`config.mk`:
```
export PLATFORM = sky130hd
export DESIGN_NAME = v3n_sumsq
export DESIGN_NICKNAME = d
export VERILOG_FILES = /design/src/rtl/v3n_pkg.sv /design/src/rtl/v3n_sumsq.sv
export SDC_FILE = /design/constraint.sdc
export NUM_CORES = 2
export LEC_CHECK = 0
export ABC_AREA = 1
export BUFFER_PORTS_ARGS = -buffer_cell sky130_fd_sc_hd__buf_2
export CORE_MARGIN = 2
export CORE_UTILIZATION = 65
export DETAILED_ROUTE_END_ITERATION = 8
export PLACE_DENSITY = 0.94
export SLEW_MARGIN = 20
export SYNTH_ARGS = -nofsm -noshare
export SYNTH_HDL_FRONTEND = slang
export SYNTH_SLANG_ARGS = --single-unit
```
`constraint.sdc`:
```
create_clock -name clk -period 8.15 [get_ports clk]
set_input_delay 0 -clock clk [delete_from_list [all_inputs] [get_ports clk]]
set_output_delay 0 -clock clk [all_outputs]
set_load 0.02 [all_outputs]
```
`src/rtl/v3n_pkg.sv`:
```
// Shared widths and constants for the 3D vector normalise pipeline.
package v3n_pkg;

  localparam int COMP_W   = 16;              // input component width, Q4.12
  localparam int NLANE    = 3;               // x, y, z
  localparam int SQ_W     = 2 * COMP_W - 1;  // one square, (-32768)^2 needs 31 bits
  localparam int SUM_W    = SQ_W + 1;        // sum of three squares
  localparam int RSH      = 16;              // S is scaled by 2^RSH before the root
  localparam int RAD_W    = SUM_W + RSH;     // radicand width
  localparam int ROOT_W   = RAD_W / 2;       // root width, Q16.8 length
  localparam int MAG_W    = ROOT_W - RSH / 2; // floor(sqrt(S)) width
  localparam int DIV_SH   = 22;              // numerator scale of the unit quotient
  localparam int QUO_W    = 16;              // quotient bits resolved
  localparam int NUM_W    = COMP_W + DIV_SH; // numerator width
  localparam int REM_W    = NUM_W + 2;       // remainder width in the divider
  localparam int ISQ_SIDE_W = NLANE * COMP_W + 1;
  localparam int DIV_SIDE_W = MAG_W + 1;

  localparam logic [QUO_W-1:0] UNIT_ONE = QUO_W'(16384);

  typedef logic signed [COMP_W-1:0] comp_t;
  typedef logic [COMP_W-1:0]        cmag_t;
  typedef logic [QUO_W-1:0]         quo_t;

endpackage

```
`src/rtl/v3n_sumsq.sv`:
```
// Input register, three squares and their sum, one stage each.
module v3n_sumsq (
  input  logic                                  clk,
  input  logic                                  rst_n,
  input  logic                                  en,
  input  logic                                  in_valid,
  input  v3n_pkg::comp_t                        in_comp [v3n_pkg::NLANE],
  output logic                                  out_valid,
  output logic [v3n_pkg::SUM_W-1:0]             out_sum,
  output v3n_pkg::comp_t                        out_comp [v3n_pkg::NLANE]
);
  import v3n_pkg::*;

  logic              v1_r, v2_r, v3_r;
  comp_t             c1_r [NLANE];
  comp_t             c2_r [NLANE];
  comp_t             c3_r [NLANE];
  logic [SQ_W-1:0]   sq_r [NLANE];
  logic [SUM_W-1:0]  sum_r;
  logic [SQ_W-1:0]   prod [NLANE];

  // valid bits travel with the data
  always_ff @(posedge clk) begin
    if (!rst_n) begin
      v1_r <= 1'b0;
      v2_r <= 1'b0;
      v3_r <= 1'b0;
    end else if (en) begin
      v1_r <= in_valid;
      v2_r <= v1_r;
      v3_r <= v2_r;
    end
  end

  // squares, signed operands widened to the square width
  always_comb begin
    for (int i = 0; i < NLANE; i++) begin
      prod[i] = c1_r[i] * c1_r[i];
    end
  end

  always_ff @(posedge clk) begin
    if (en) begin
      c1_r  <= in_comp;
      c2_r  <= c1_r;
      c3_r  <= c2_r;
      for (int i = 0; i < NLANE; i++) begin
        sq_r[i] <= prod[i];
      end
      sum_r <= SUM_W'(sq_r[0]) + SUM_W'(sq_r[1]) + SUM_W'(sq_r[2]);
    end
  end

  assign out_valid = v3_r;
  assign out_sum   = sum_r;
  assign out_comp  = c3_r;

endmodule

```
# After elaboration in Yosys (flattened, before gate mapping)
# Memories as Yosys holds them, arrays and structs flattened.
# Cells that the tools add are included.
[word_totals] elab_cells=21 regBits=179 in_bits=52 n_memories=1 ramBits=93
[classes] addsub=2 mux=2 n_mul=3
[mem_list] memory="sq_r" depth=3 width=31 read_ports=3 rd_ports_with_merged_regs=0 wr=3 line="v3n_sumsq.sv:18" source="logic [SQ_W-1:0] sq_r [NLANE];"
[op_table] cell="multiplier 16 x 16 -> 31 bit" n=3
[op_table] cell="adder 31 x 31 -> 32 bit" n=1
[op_table] cell="adder 32 x 31 -> 32 bit" n=1
[op_table] cell="two-way mux 1 bit" n=2

# Logic depth before layout (Yosys ltp)
[depth] depth_word=2 mapped_depth=27

# Worst setup path before layout
# Ideal clock, no wire load.
[synth_path] path_kind="reg-to-reg" startpoint="register c1_r[1] (netlist name)" endpoint="memory sq_r[0][85] (netlist name), data pin" stages_incl_launch_ff=22 n_path_buf=2 setup_slack_ns=2.447 arrival_ns=5.450 required_ns=7.897 path_cell_list="edfxtp_1 -> clkbuf_1 -> buf_1 -> nand2_1 -> inv_1 -> fa_1 -> inv_1 -> fa_1 -> inv_1 -> fa_1 -> fa_1 -> fa_1 -> inv_1 -> fa_1 -> inv_1 -> ha_1 -> nand2_1 -> nor2_1 -> nor3b_2 -> nand4_1 -> nand4_1 -> nand2_1"
[synth_lines] item="start: declaration" line="v3n_sumsq.sv:15" source="comp_t c1_r [NLANE];"
[synth_lines] item="start signal: assignment" line="v3n_sumsq.sv:44" source="c1_r <= in_comp;"
[synth_lines] item="end: declaration" line="v3n_sumsq.sv:18"

==> flow_metrics.env <==
export IMPL_drtIter0Drc=2679
export IMPL_grtUsageMet1_pct=40.1
export IMPL_critPathKind="register to register"
export IMPL_cp_common_cell="fa_1"
export IMPL_layout_nets=5555
export IMPL_fin_crit_sh_pct=81.1
export IMPL_syn_avg_cell_area_sq_um=8.92
export IMPL_fin_crit_ps=6610
export IMPL_clockBufferDepth=3
export IMPL_yosysMostFrequentCell="inv_1"
export IMPL_path_clk_slew_ps=60
export IMPL_ys_flop_type="edfxtp_1"
export IMPL_port_buffers=132
export IMPL_syn_area_sq_mm=0.0389
export IMPL_grt_max_degree=77
export IMPL_dieHeight_um=249
export IMPL_htree_levels=1
export IMPL_overflow=0
export IMPL_grt_usage_pct=31.6
export IMPL_ant_nets=0
export IMPL_path_max_fanout=27
export IMPL_status="finished with violations"
export IMPL_insertion_delay_ps=610
export IMPL_grt_pass1_wl_um=156000
export IMPL_ys_seq_area_share_pct=20.5
export IMPL_gp_congestion=0.965
export IMPL_max_freq_mhz=151
export IMPL_yosys_area_top_type="fa_1"
export IMPL_num_fill_cells=4024
export IMPL_setup_viol=0
export IMPL_cts_sinks=266
export IMPL_hold_viol=0
export IMPL_dieArea_sq_mm=0.0618
export IMPL_synth_top_area_share_pct=37.0
export IMPL_grt_util_met2_pct=54.2
export IMPL_slew_headroom_pct=32.5
export IMPL_synth_async_sr_flop_share_pct=0
export IMPL_critical_path_cell_chain="nand2_1 > fa_1 > inv_1 > fa_1 > inv_1 > fa_1 > fa_1 > fa_1 > fa_1 > inv_1 > ha_1 > nand2_1 > nor2_1 > nand2_1 > nor3_1 > nand2_1 > nand4_1 > nand2_1"
export IMPL_critical_path_buf_inv_count=3
export IMPL_slowest_delay_ps=1010
export IMPL_cts_root_buf="clkbuf_16"
export IMPL_wire_per_inst_um=17.8
export IMPL_yosys_warnings=0
export IMPL_num_rows=89
export IMPL_drtPass1Iterations=8
export IMPL_ys_ff_latch=266
export IMPL_syn_inst=4362
export IMPL_worst_pin_slew_ps=1010
export IMPL_vias_per_cell=5.50
export IMPL_antenna_found_initial=0
export IMPL_multiInputGateArea_sq_mm=0.0256
export IMPL_dieWidth_um=249
export IMPL_num_vias=29098
export IMPL_finalClockSkew_ps=16.0
export IMPL_tns_ps=0
export IMPL_violations="DRC"
export IMPL_crit_slowest_cell="edfxtp_1"
export IMPL_synth_cell_type_count=39
export IMPL_path_delay_family="adder cells"
export IMPL_start_util_pct=65.8
export IMPL_worstSetupEndpointType="register"
export IMPL_slew_violations=0
export IMPL_post_cts_buffers=0
export IMPL_yosys_top_cells_count="inv_1, nand2_1, fa_1"
export IMPL_core_sq_mm=0.0591
export IMPL_regArea_sq_mm=0.00796
export IMPL_drc=9
export IMPL_io_pins=133
export IMPL_arrival_ps=6960
export IMPL_synth_area_leaders="fa_1, edfxtp_1, inv_1"
export IMPL_syn2layout_area_growth_pct=7.57
export IMPL_grt_busiest_layer="met2"
export IMPL_use_met3_pct=5.19
export IMPL_start_kind="register"
export IMPL_drive_above_1_share_pct=5.37
export IMPL_grt_pass1_vias=31288
export IMPL_routed_wl_um=94300
export IMPL_synth_edf_count=263
export IMPL_tritoncts="built"
export IMPL_n_antenna_cell=0
export IMPL_maxCapViolCount=0
export IMPL_tritoncts_num_buffers=31
export IMPL_hp_class="primary input to register"
export IMPL_worstPathRequired_ps=8500
export IMPL_hpwl_um=75600
export IMPL_rsz0062_at_grt="no"
-- timing repair --
| action | CTS | global route |
|---|---|---|
| hold endpoints to repair | 114 | 0 |
| gates resized for setup | 0 | 0 |
| hold buffers | 52 | 0 |
-- per-layer routing --
layer / up-vias / routed length [um]
met5: - / 0
li1: 13081 / -
met4: 0 / 4460
met2: 1499 / 46200
met1: 14158 / 35500
met3: 360 / 8130
-- state kept, by name, indices dropped and copies added (netlist names) --
register   flops
sq_r          87
c1_r          48
c2_r          48
out_comp      48
out_sum       32
out_valid      1
v1_r           1
v2_r           1
-- cell families (layout without fill, tap and decap cells) --
| group | after synthesis | in the layout | synth area share [%] |
|---|---|---|---|
| AND/OR/NAND/NOR | 1361 | 1361 | 14.4 |
| adder cells (fa/ha/maj) | 1007 | 1007 | 46.3 |
| other | 1 | 3 | 0.00964 |
| AO/OA/AOI/OAI | 224 | 224 | 3.17 |
| buffers and inverters | 1410 | 1567 | 13.6 |
| flip-flops | 266 | 266 | 20.5 |
| XOR/XNOR | 93 | 93 | 2.09 |
-- stage by stage --
| stage | worst slack (ps) | instances | util (%) | instance area (sq um) | hold slack [ps] |
|---|---|---|---|---|---|
| global route | 1190 | 5294 | 70.8 | 41800 | 87.0 |
| finish | 1540 | 5294 | 70.8 | 41800 | 95.7 |
| global placement | 1970 | 5184 | 68.1 | 40300 | 176 |
| floorplan | 2450 | 4364 | - | 38900 | 98.9 |
| CTS | 1630 | 5294 | 70.8 | 41800 | 72.2 |
| detailed placement | 1720 | 5184 | 68.1 | 40300 | 178 |
-- cell usage in the layout (no fill, tap or decap), types with 6 or more instances in the layout --
master	netlist	final
a21oi_1	116	116
buf_2	2	131
buf_4	0	10
clkbuf_16	0	31
clkinv_1	2	6
clkinvlp_4	0	6
dlygate4sd3_1	0	52
edfxtp_1	263	263
fa_1	719	719
ha_1	288	288
inv_1	1311	1311
nand2_1	924	924
nand2_2	12	12
nand3_1	123	123
nand3b_1	7	7
nand4_1	53	53
nor2_1	186	186
nor2_2	11	11
nor3_1	25	25
o21ai_0	65	65
o21bai_1	18	18
or2_2	6	6
xnor2_1	13	13
xor2_1	80	80
-- final timing paths --
check | startpoint | end | slack [ps] | cells after the start
hold / removal | in_comp[24] | c1_r[24] | 100 | 2
setup reg to reg | c1_r[47] | sq_r[0][29] | 1540 | 18
hold reg to reg | c2_r[46] | out_comp[46] | 420 | 0
setup / recovery | c1_r[47] | sq_r[0][29] | 1540 | 18
-- worst reg2reg max path: stages, from the launching register on --
cell and delay [ps]:
edfxtp_1 1010, nand2_1 310, fa_1 680, inv_1 90, fa_1 690, inv_1 210
fa_1 520, fa_1 570, fa_1 430, fa_1 500, inv_1 50, ha_1 400
nand2_1 120, nor2_1 170, nand2_1 140, nor3_1 160, nand2_1 160, nand4_1 110
nand2_1 60
-- cell type report --
class	count	share of cell area, %
inverter	1315	11.8
sequential	266	19.0
clock buffer	34	1.88
timing repair buffer	194	3.03
multi-input combinational	2688	61.3
clock inverter	24	0.658
tap	773	2.31
Power is left out: the tool's default activity adds up to more than one toggle a clock period on the data nets, which glitch-free logic cannot reach.
