### src/rtl/v3n_pkg.sv
// Shared widths and constants for the 3D vector normalise pipeline.
package v3n_pkg;

  localparam int COMP_W   = 16;              // input component width, Q4.12
  localparam int NLANE    = 3;               // x, y, z
  localparam int SQ_W     = 2 * COMP_W - 1;  // one square, (-32768)^2 needs 31 bits
  localparam int SUM_W    = SQ_W + 1;        // sum of three squares
  localparam int RSH      = 16;              // S is scaled by 2^RSH before the root
  localparam int RAD_W    = SUM_W + RSH;     // radicand width
  localparam int ROOT_W   = RAD_W / 2;       // root width, Q16.8 length
  localparam int MAG_W    = ROOT_W - RSH / 2; // floor(sqrt(S)) width
  localparam int DIV_SH   = 22;              // numerator scale of the unit quotient
  localparam int QUO_W    = 16;              // quotient bits resolved
  localparam int NUM_W    = COMP_W + DIV_SH; // numerator width
  localparam int REM_W    = NUM_W + 2;       // remainder width in the divider
  localparam int ISQ_SIDE_W = NLANE * COMP_W + 1;
  localparam int DIV_SIDE_W = MAG_W + 1;

  localparam logic [QUO_W-1:0] UNIT_ONE = QUO_W'(16384);

  typedef logic signed [COMP_W-1:0] comp_t;
  typedef logic [COMP_W-1:0]        cmag_t;
  typedef logic [QUO_W-1:0]         quo_t;

endpackage

### src/rtl/v3n_isqrt.sv
// Pipelined integer square root, one root bit per stage.
module v3n_isqrt #(
  parameter int SW = v3n_pkg::ISQ_SIDE_W
) (
  input  logic                          clk,
  input  logic                          rst_n,
  input  logic                          en,
  input  logic                          in_valid,
  input  logic [v3n_pkg::RAD_W-1:0]     in_rad,
  input  logic [SW-1:0]                 in_side,
  output logic                          out_valid,
  output logic [v3n_pkg::ROOT_W-1:0]    out_root,
  output logic [SW-1:0]                 out_side
);
  import v3n_pkg::*;

  localparam int N  = ROOT_W;
  localparam int TW = RAD_W + 2;

  logic [N-1:0]      vld_r;
  logic [RAD_W-1:0]  rem_r  [N];
  logic [N-1:0]      root_r [N];
  logic [SW-1:0]     side_r [N];

  for (genvar k = 0; k < N; k++) begin : g_stage
    localparam int B = N - 1 - k;
    logic              cur_v;
    logic [RAD_W-1:0]  cur_rem;
    logic [N-1:0]      cur_root;
    logic [SW-1:0]     cur_side;
    logic [TW-1:0]     trial;
    logic              take;

    if (k == 0) begin : g_first
      assign cur_v    = in_valid;
      assign cur_rem  = in_rad;
      assign cur_root = '0;
      assign cur_side = in_side;
    end else begin : g_next
      assign cur_v    = vld_r[k-1];
      assign cur_rem  = rem_r[k-1];
      assign cur_root = root_r[k-1];
      assign cur_side = side_r[k-1];
    end

    // trial = (2*root + 2^B) * 2^B
    assign trial = (TW'(cur_root) << (B + 1)) + (TW'(1) << (2 * B));
    assign take  = TW'(cur_rem) >= trial;

    always_ff @(posedge clk) begin
      if (!rst_n) begin
        vld_r[k] <= 1'b0;
      end else if (en) begin
        vld_r[k] <= cur_v;
      end
    end

    always_ff @(posedge clk) begin
      if (en) begin
        rem_r[k]  <= take ? cur_rem - trial[RAD_W-1:0] : cur_rem;
        root_r[k] <= take ? (cur_root | (N'(1) << B)) : cur_root;
        side_r[k] <= cur_side;
      end
    end
  end

  assign out_valid = vld_r[N-1];
  assign out_root  = root_r[N-1];
  assign out_side  = side_r[N-1];

endmodule

### config.mk
export PLATFORM = sky130hd
export DESIGN_NAME = v3n_isqrt
export DESIGN_NICKNAME = d
export VERILOG_FILES = /design/src/rtl/v3n_pkg.sv /design/src/rtl/v3n_isqrt.sv
export SDC_FILE = /design/constraint.sdc
export NUM_CORES = 2
export LEC_CHECK = 0
export BUFFER_PORTS_ARGS = -buffer_cell sky130_fd_sc_hd__buf_2
export CORE_ASPECT_RATIO = 2
export CORE_MARGIN = 10
export CORE_UTILIZATION = 60
export CTS_BUF_LIST = sky130_fd_sc_hd__clkbuf_8 sky130_fd_sc_hd__clkbuf_16
export CTS_CLUSTER_SIZE = 30
export DETAILED_ROUTE_END_ITERATION = 12
export GPL_TIMING_DRIVEN = 0
export HOLD_SLACK_MARGIN = 0.02
export PLACE_DENSITY = 0.77
export SYNTH_ARGS = -nofsm -noshare
export SYNTH_HDL_FRONTEND = slang
export SYNTH_SLANG_ARGS = --single-unit
### constraint.sdc
create_clock -name clk -period 3.4 [get_ports clk]
set_clock_uncertainty 0.05 [all_clocks]
set_input_delay 0.68 -clock clk [delete_from_list [all_inputs] [get_ports clk]]
set_output_delay 0.68 -clock clk [all_outputs]
set_load 0.02 [all_outputs]
## Word level (Yosys, flattened, before mapping)

Memories as Yosys holds them, arrays and structs flattened.
Cells that the tools add are included.

| storage, ports and cells | value |
|---|---|
| latch bits | 0 |
| output and inout bits | 74 |
| input port bits | 101 |
| bits in read-only memories | 0 |
| logic and storage cells | 148 |
| register bits | 24 |
| RAM bits | 2904 |
| memories | 3 |

Memories:

| memory | depth | width | rd ports | clocked after Yosys merged registers in | write ports | line | text |
|---|---|---|---|---|---|---|---|
| side_r | 24 | 49 | 24 | 0 | 24 | v3n_isqrt.sv:23 | `logic [SW-1:0] side_r [N];` |
| rem_r | 24 | 48 | 23 | 0 | 24 | v3n_isqrt.sv:21 | `logic [RAD_W-1:0] rem_r [N];` |
| root_r | 24 | 24 | 24 | 0 | 24 | v3n_isqrt.sv:22 | `logic [N-1:0] root_r [N];` |

| cells by class | value |
|---|---|
| div/mod/pow operators | 0 |
| bitwise gates (word level) | 0 |
| add/subtract/negate cells | 47 |
| muxes and demuxes | 50 |
| reductions and logical operators | 0 |
| shift-type cells | 0 |
| $mul | 0 |
| $lt $le $gt $ge | 24 |
| eq/ne operators | 0 |

Operators by type and width:

| operator | count |
|---|---|
| $mux W48 | 24 |
| $add A47 B45 Y48 const B | 1 |
| $ge A48 B26 Y1 | 1 |
| $ge A48 B27 Y1 | 1 |
| $ge A48 B28 Y1 | 1 |
| $ge A48 B29 Y1 | 1 |
| $ge A48 B30 Y1 | 1 |
| $ge A48 B31 Y1 | 1 |
| $ge A48 B32 Y1 | 1 |
| $ge A48 B33 Y1 | 1 |
| $ge A48 B34 Y1 | 1 |
| $ge A48 B35 Y1 | 1 |
| $ge A48 B36 Y1 | 1 |
| $ge A48 B37 Y1 | 1 |
| $ge A48 B38 Y1 | 1 |
| $ge A48 B39 Y1 | 1 |
| $ge A48 B40 Y1 | 1 |
| $ge A48 B41 Y1 | 1 |
| $ge A48 B42 Y1 | 1 |
| $ge A48 B43 Y1 | 1 |
| $ge A48 B44 Y1 | 1 |
| $ge A48 B45 Y1 | 1 |
| $ge A48 B46 Y1 | 1 |
| $ge A48 B47 Y1 | 1 |
| 72 further kinds | 74 |

## Longest topological paths before layout

An unclocked memory read counts as a cell.

| depth | value |
|---|---|
| word-level depth | 4 |
| depth in mapped cells | 13 |
| mapped depth without buffers | 12 |

## Least setup slack after synthesis

No wires, ideal clock.

| timing | value |
|---|---|
| kind | register -> register |
| start | memory rem_r[1][310] (netlist bit) |
| end | memory rem_r[1][383] (netlist bit), data pin |
| arrival | 2.774 ns |
| path buffers | 0 |
| stages on the path, launching flop included | 11 |
| slack | 0.310 ns |
| cell sequence | edfxtp_1 -> ha_1 -> a21o_1 -> a21oi_1 -> o21bai_1 -> o41ai_4 -> nor3_1 -> o31a_1 -> or4b_2 -> nor3b_1 -> xor2_1 |

RTL lines:

| what | line |
|---|---|
| from (decl) | v3n_isqrt.sv:21 |

==> flow_summary.yaml <==
routing:
  drt_pre_antenna_iters: 5
  met2_wirelength_mm: 138
  antenna_left: 0
  drcViolationCount: 0
  wl_met1_mm: 62.9
  dr.first_iter.drc_count: 3811
  finalWirelength_mm: 234
  routed_wire_length_per_instance_um: 24.4
  route.detailed.vias_per_inst: 5.80
  routed.top_layer: "met4"
  routed-via-count: 55600
  routed_wire_length_on_met3_mm: 7.63
yosys:
  synth.net_count: 6884
  synthesis.instances: 6461
  asyncSetResetFlopFracSynth_pct: 0
  portion_of_the_post_synthesis_area_used_by_sequential_elements_pct: 75.8
  synth-seq-cells: 2604
  synth_warnings: 0
  yosys_cell_types: 96
  synth_enable_flop_cells: 2580
  post-synth-top-count-cell: "sky130_fd_sc_hd__edfxtp_1"
  post-synth-top-area-cell: "sky130_fd_sc_hd__edfxtp_1"
  avgSynthCellArea_um2: 15.9
  synth_top_cell_area_share_pct: 75.3
  leading_register_cell_type_out_of_synthesis: "sky130_fd_sc_hd__edfxtp_1"
  yosys-top-cells-count: "2580 x sky130_fd_sc_hd__edfxtp_1, 416 x sky130_fd_sc_hd__inv_1, 322 x sky130_fd_sc_hd__ha_1"
  post_synth_instance_area_um2: 103000
  synthTopCellsByArea: "sky130_fd_sc_hd__edfxtp_1 75%, sky130_fd_sc_hd__ha_1 3.9%, sky130_fd_sc_hd__xnor2_1 2.1%"
clock_tree:
  numClockSinks: 2604
  cts.clk_slew.worst_paths_ps: 80
  cts-buffers-inserted: 214
  clockRootBuffer: "sky130_fd_sc_hd__clkbuf_16"
  tritoncts: "yes"
  max_h_tree_level: 4
  cts.path.max_buffers: 4
  clock_insertion_delay_worst_skew_ps: 900
pwr:
  p_int_mw: 56.8
  switching_share_pct: 25.8
  seq_power_share_pct: 53.5
  share_clk_of_total_power_pct: 32.2
  logic_pwr_share_pct: 14.3
  irDropWorstVdd_mv: 0.588
  p_sw_mw: 19.8
  power.leakage_nw: 43.4
  cellPowerDensity_nw_per_um2: 642
  power_mw: 76.6
die:
  die_x_um: 313
  num_rows: 214
  i_o_pin_count: 175
  die_height_um: 606
  fp.dieArea_um2: 189000
  total_core_area_um2: 170000
  initial_core_util_pct: 60.4
critical_path:
  timing.critical_path.slowest_cell_delay_ps: 590
  worst_path_dominant_cell_family: "simple AND/OR/NAND/NOR gates"
  endpoint_class_of_the_critical_path: "flip-flop"
  worstPathCellList: "inv_1, ha_1, nor4b_4, nand4_1, nor4_4, or3_4, o22ai_4, or4b_4, nor3b_2, xor2_1"
  worst-path-stages: 10
  worstPathRequired_ps: 3940
  reg2regPathDepth: 10
  cp_max_fo: 3
  critical_path.n_buffers_inverters: 1
  critical_path_class: "reg2reg"
  slowest_stage: "sky130_fd_sc_hd__or4b_4"
  crit_path_start_kind: "flip-flop"
  timing.critical_path.arrival_ps: 4100
finish:
  syn2layout_area_growth_pct: 15.9
  layout-drive-gt1-share_pct: 15.4
  nNetsFinal: 7508
  sequential_cell_area_um2: 78000
  stdcell_count: 9586
  multiInputGateArea_um2: 25600
  nFillCells: 10600
place:
  place.detailed.hpwl_mm: 149
  gp_congestion: 0.918
  io_buffer_count: 174
  worst_case_setup_slack_after_placement_ps: -1960
  dp_cell_count: 8922
global_route:
  via_count_of_the_first_global_routing_pass: 59500
  grt_usage_pct: 23.8
  grt_start_max_net_pins: 196
  grt_antenna_before_repair: 15
  gr-total-overflow: 0
  grt_pass1_wl_mm: 339
timing:
  fin_crit_sh_pct: 105
  fin_crit_ps: 3570
  report.final.setup_viol: 61
  max_freq_mhz: 280
  worstMarginPinSlew_ps: 1090
  totalNegativeSetupSlack_ps: -3830
  finalHoldViolCount: 0
  slew_headroom_pct: 26.6
  hold_slack_ps: 119
  rsz0062_at_grt: "yes"
  slew_viols_final: 0
  setup_slack_ps: -168
hold_path:
  holdPathStages: 3
  min_path_type: "in2reg"
run_status:
  violated_checks: "negative setup slack"
  status: "finished, violations left"
flow_run:
  maxCapViolCount: 0
-- metrics by stage --
step / utilization, % / area (um2)
after floorplan: - / 103000
after global placement: 62.6 / 107000
after detailed placement: 62.9 / 107000
after CTS: 69.0 / 118000
after global routing: 70.0 / 119000
final: 70.0 / 119000
-- flip-flops by register name, summed over array words and instances (netlist names) --
signal and count:
side_r 1176, rem_r 1104, root_r 300, g_stage.cur_v 23
out_valid 1
-- layer usage --
metal / track usage [%] / vias up
met5: 0 / -
met4: 23.2 / 0
met3: 2.86 / 852
met2: 48.7 / 1690
met1: 17.7 / 27200
li1: - / 25800
-- kinds of logic (layout without fill, tap and decap cells) --
kind of cell | count (synthesis) | after routing | share of synthesized area, %
mux | 77 | 77 | 0.803
buf+inv | 511 | 1295 | 1.91
simple gates | 1551 | 1552 | 8.00
flops | 2604 | 2604 | 75.8
fa+ha+maj | 322 | 322 | 3.92
xor+xnor | 463 | 463 | 3.94
other cells | 0 | 71 | 0
compound gates | 933 | 934 | 5.67
-- worst min-delay path: cells and delay by family --
kind	cells	cell delay, ps
AO/OA/AOI/OAI	1	120
buffers and inverters	1	100
AND/OR/NAND/NOR	1	40
-- layout by cell type (no fill, tap or decap), types with 22 or more instances in the layout --
| master | count |
|---|---|
| sky130_fd_sc_hd__ha_1 | 277 |
| sky130_fd_sc_hd__clkinv_2 | 41 |
| sky130_fd_sc_hd__inv_1 | 451 |
| sky130_fd_sc_hd__edfxtp_1 | 2580 |
| sky130_fd_sc_hd__mux2i_1 | 33 |
| sky130_fd_sc_hd__nand4b_1 | 28 |
| sky130_fd_sc_hd__dfxtp_1 | 24 |
| sky130_fd_sc_hd__clkbuf_16 | 218 |
| sky130_fd_sc_hd__ha_4 | 29 |
| sky130_fd_sc_hd__o21ai_1 | 23 |
| sky130_fd_sc_hd__bufinv_16 | 22 |
| sky130_fd_sc_hd__a21o_1 | 122 |
| sky130_fd_sc_hd__nand2b_1 | 63 |
| sky130_fd_sc_hd__or3_1 | 38 |
| sky130_fd_sc_hd__xnor2_1 | 244 |
| sky130_fd_sc_hd__o21ai_2 | 24 |
| sky130_fd_sc_hd__mux2_2 | 41 |
| sky130_fd_sc_hd__clkinv_1 | 28 |
| sky130_fd_sc_hd__nor4_1 | 147 |
| sky130_fd_sc_hd__o21ai_0 | 171 |
| sky130_fd_sc_hd__nand2_1 | 287 |
| sky130_fd_sc_hd__nor2_1 | 305 |
| sky130_fd_sc_hd__nor4_4 | 28 |
| sky130_fd_sc_hd__nor3_1 | 139 |
| sky130_fd_sc_hd__nand3_1 | 79 |
| sky130_fd_sc_hd__buf_4 | 117 |
| sky130_fd_sc_hd__o21a_1 | 62 |
| sky130_fd_sc_hd__a21oi_1 | 264 |
| sky130_fd_sc_hd__buf_2 | 180 |
| sky130_fd_sc_hd__o31ai_1 | 34 |
| sky130_fd_sc_hd__xor2_1 | 217 |
| sky130_fd_sc_hd__nand4_1 | 88 |
| sky130_fd_sc_hd__diode_2 | 71 |
| sky130_fd_sc_hd__nor2b_1 | 64 |
| sky130_fd_sc_hd__dlygate4sd3_1 | 97 |
-- cell type report --
type,count,area share (%)
Sequential cell,2604,65.4
Inverter,421,1.37
Timing Repair Buffer,420,3.05
Buffer,76,0.467
Antenna cell,71,0.149
Tap cell,2268,2.38
Clock inverter,159,1.16
Clock buffer,219,4.59
Multi-Input combinational cell,3348,21.4
-- what timing repair did --
item,CTS,global route
pin swaps,104,97
hold buffers,97,0
cloned,10,1
setup endpoints to repair,1344,337
gates resized for setup,418,233
endpoints found under the hold margin,99,0
setup buffers,61,62
-- path summary, 6_finish.rpt --
check,startpoint,endpoint,slack [ps]
setup / recovery,rem_r[1][305]$_DFFE_PP_,rem_r[1][383]$_DFFE_PP_,-170
hold / removal,in_rad[47],rem_r[0][47]$_DFFE_PP_,120
hold reg to reg,side_r[2][101]$_DFFE_PP_,side_r[2][150]$_DFFE_PP_,340
setup reg to reg,rem_r[1][305]$_DFFE_PP_,rem_r[1][383]$_DFFE_PP_,-170
-- power groups by stage --
| stage | Combinational (mW) | Sequential [mW] | Clock (mW) |
|---|---|---|---|
| finish | 10.9 | 41.0 | 24.7 |
| global route | 11.9 | 41.2 | 26.2 |
| CTS | 10.4 | 40.8 | 24.9 |
| detailed placement | 9.52 | 41.3 | 0 |
| global placement | 8.16 | 42.6 | 0 |
| floorplan | 6.35 | 40.7 | 0 |
Note: power is estimated with default switching activity, not from simulation.
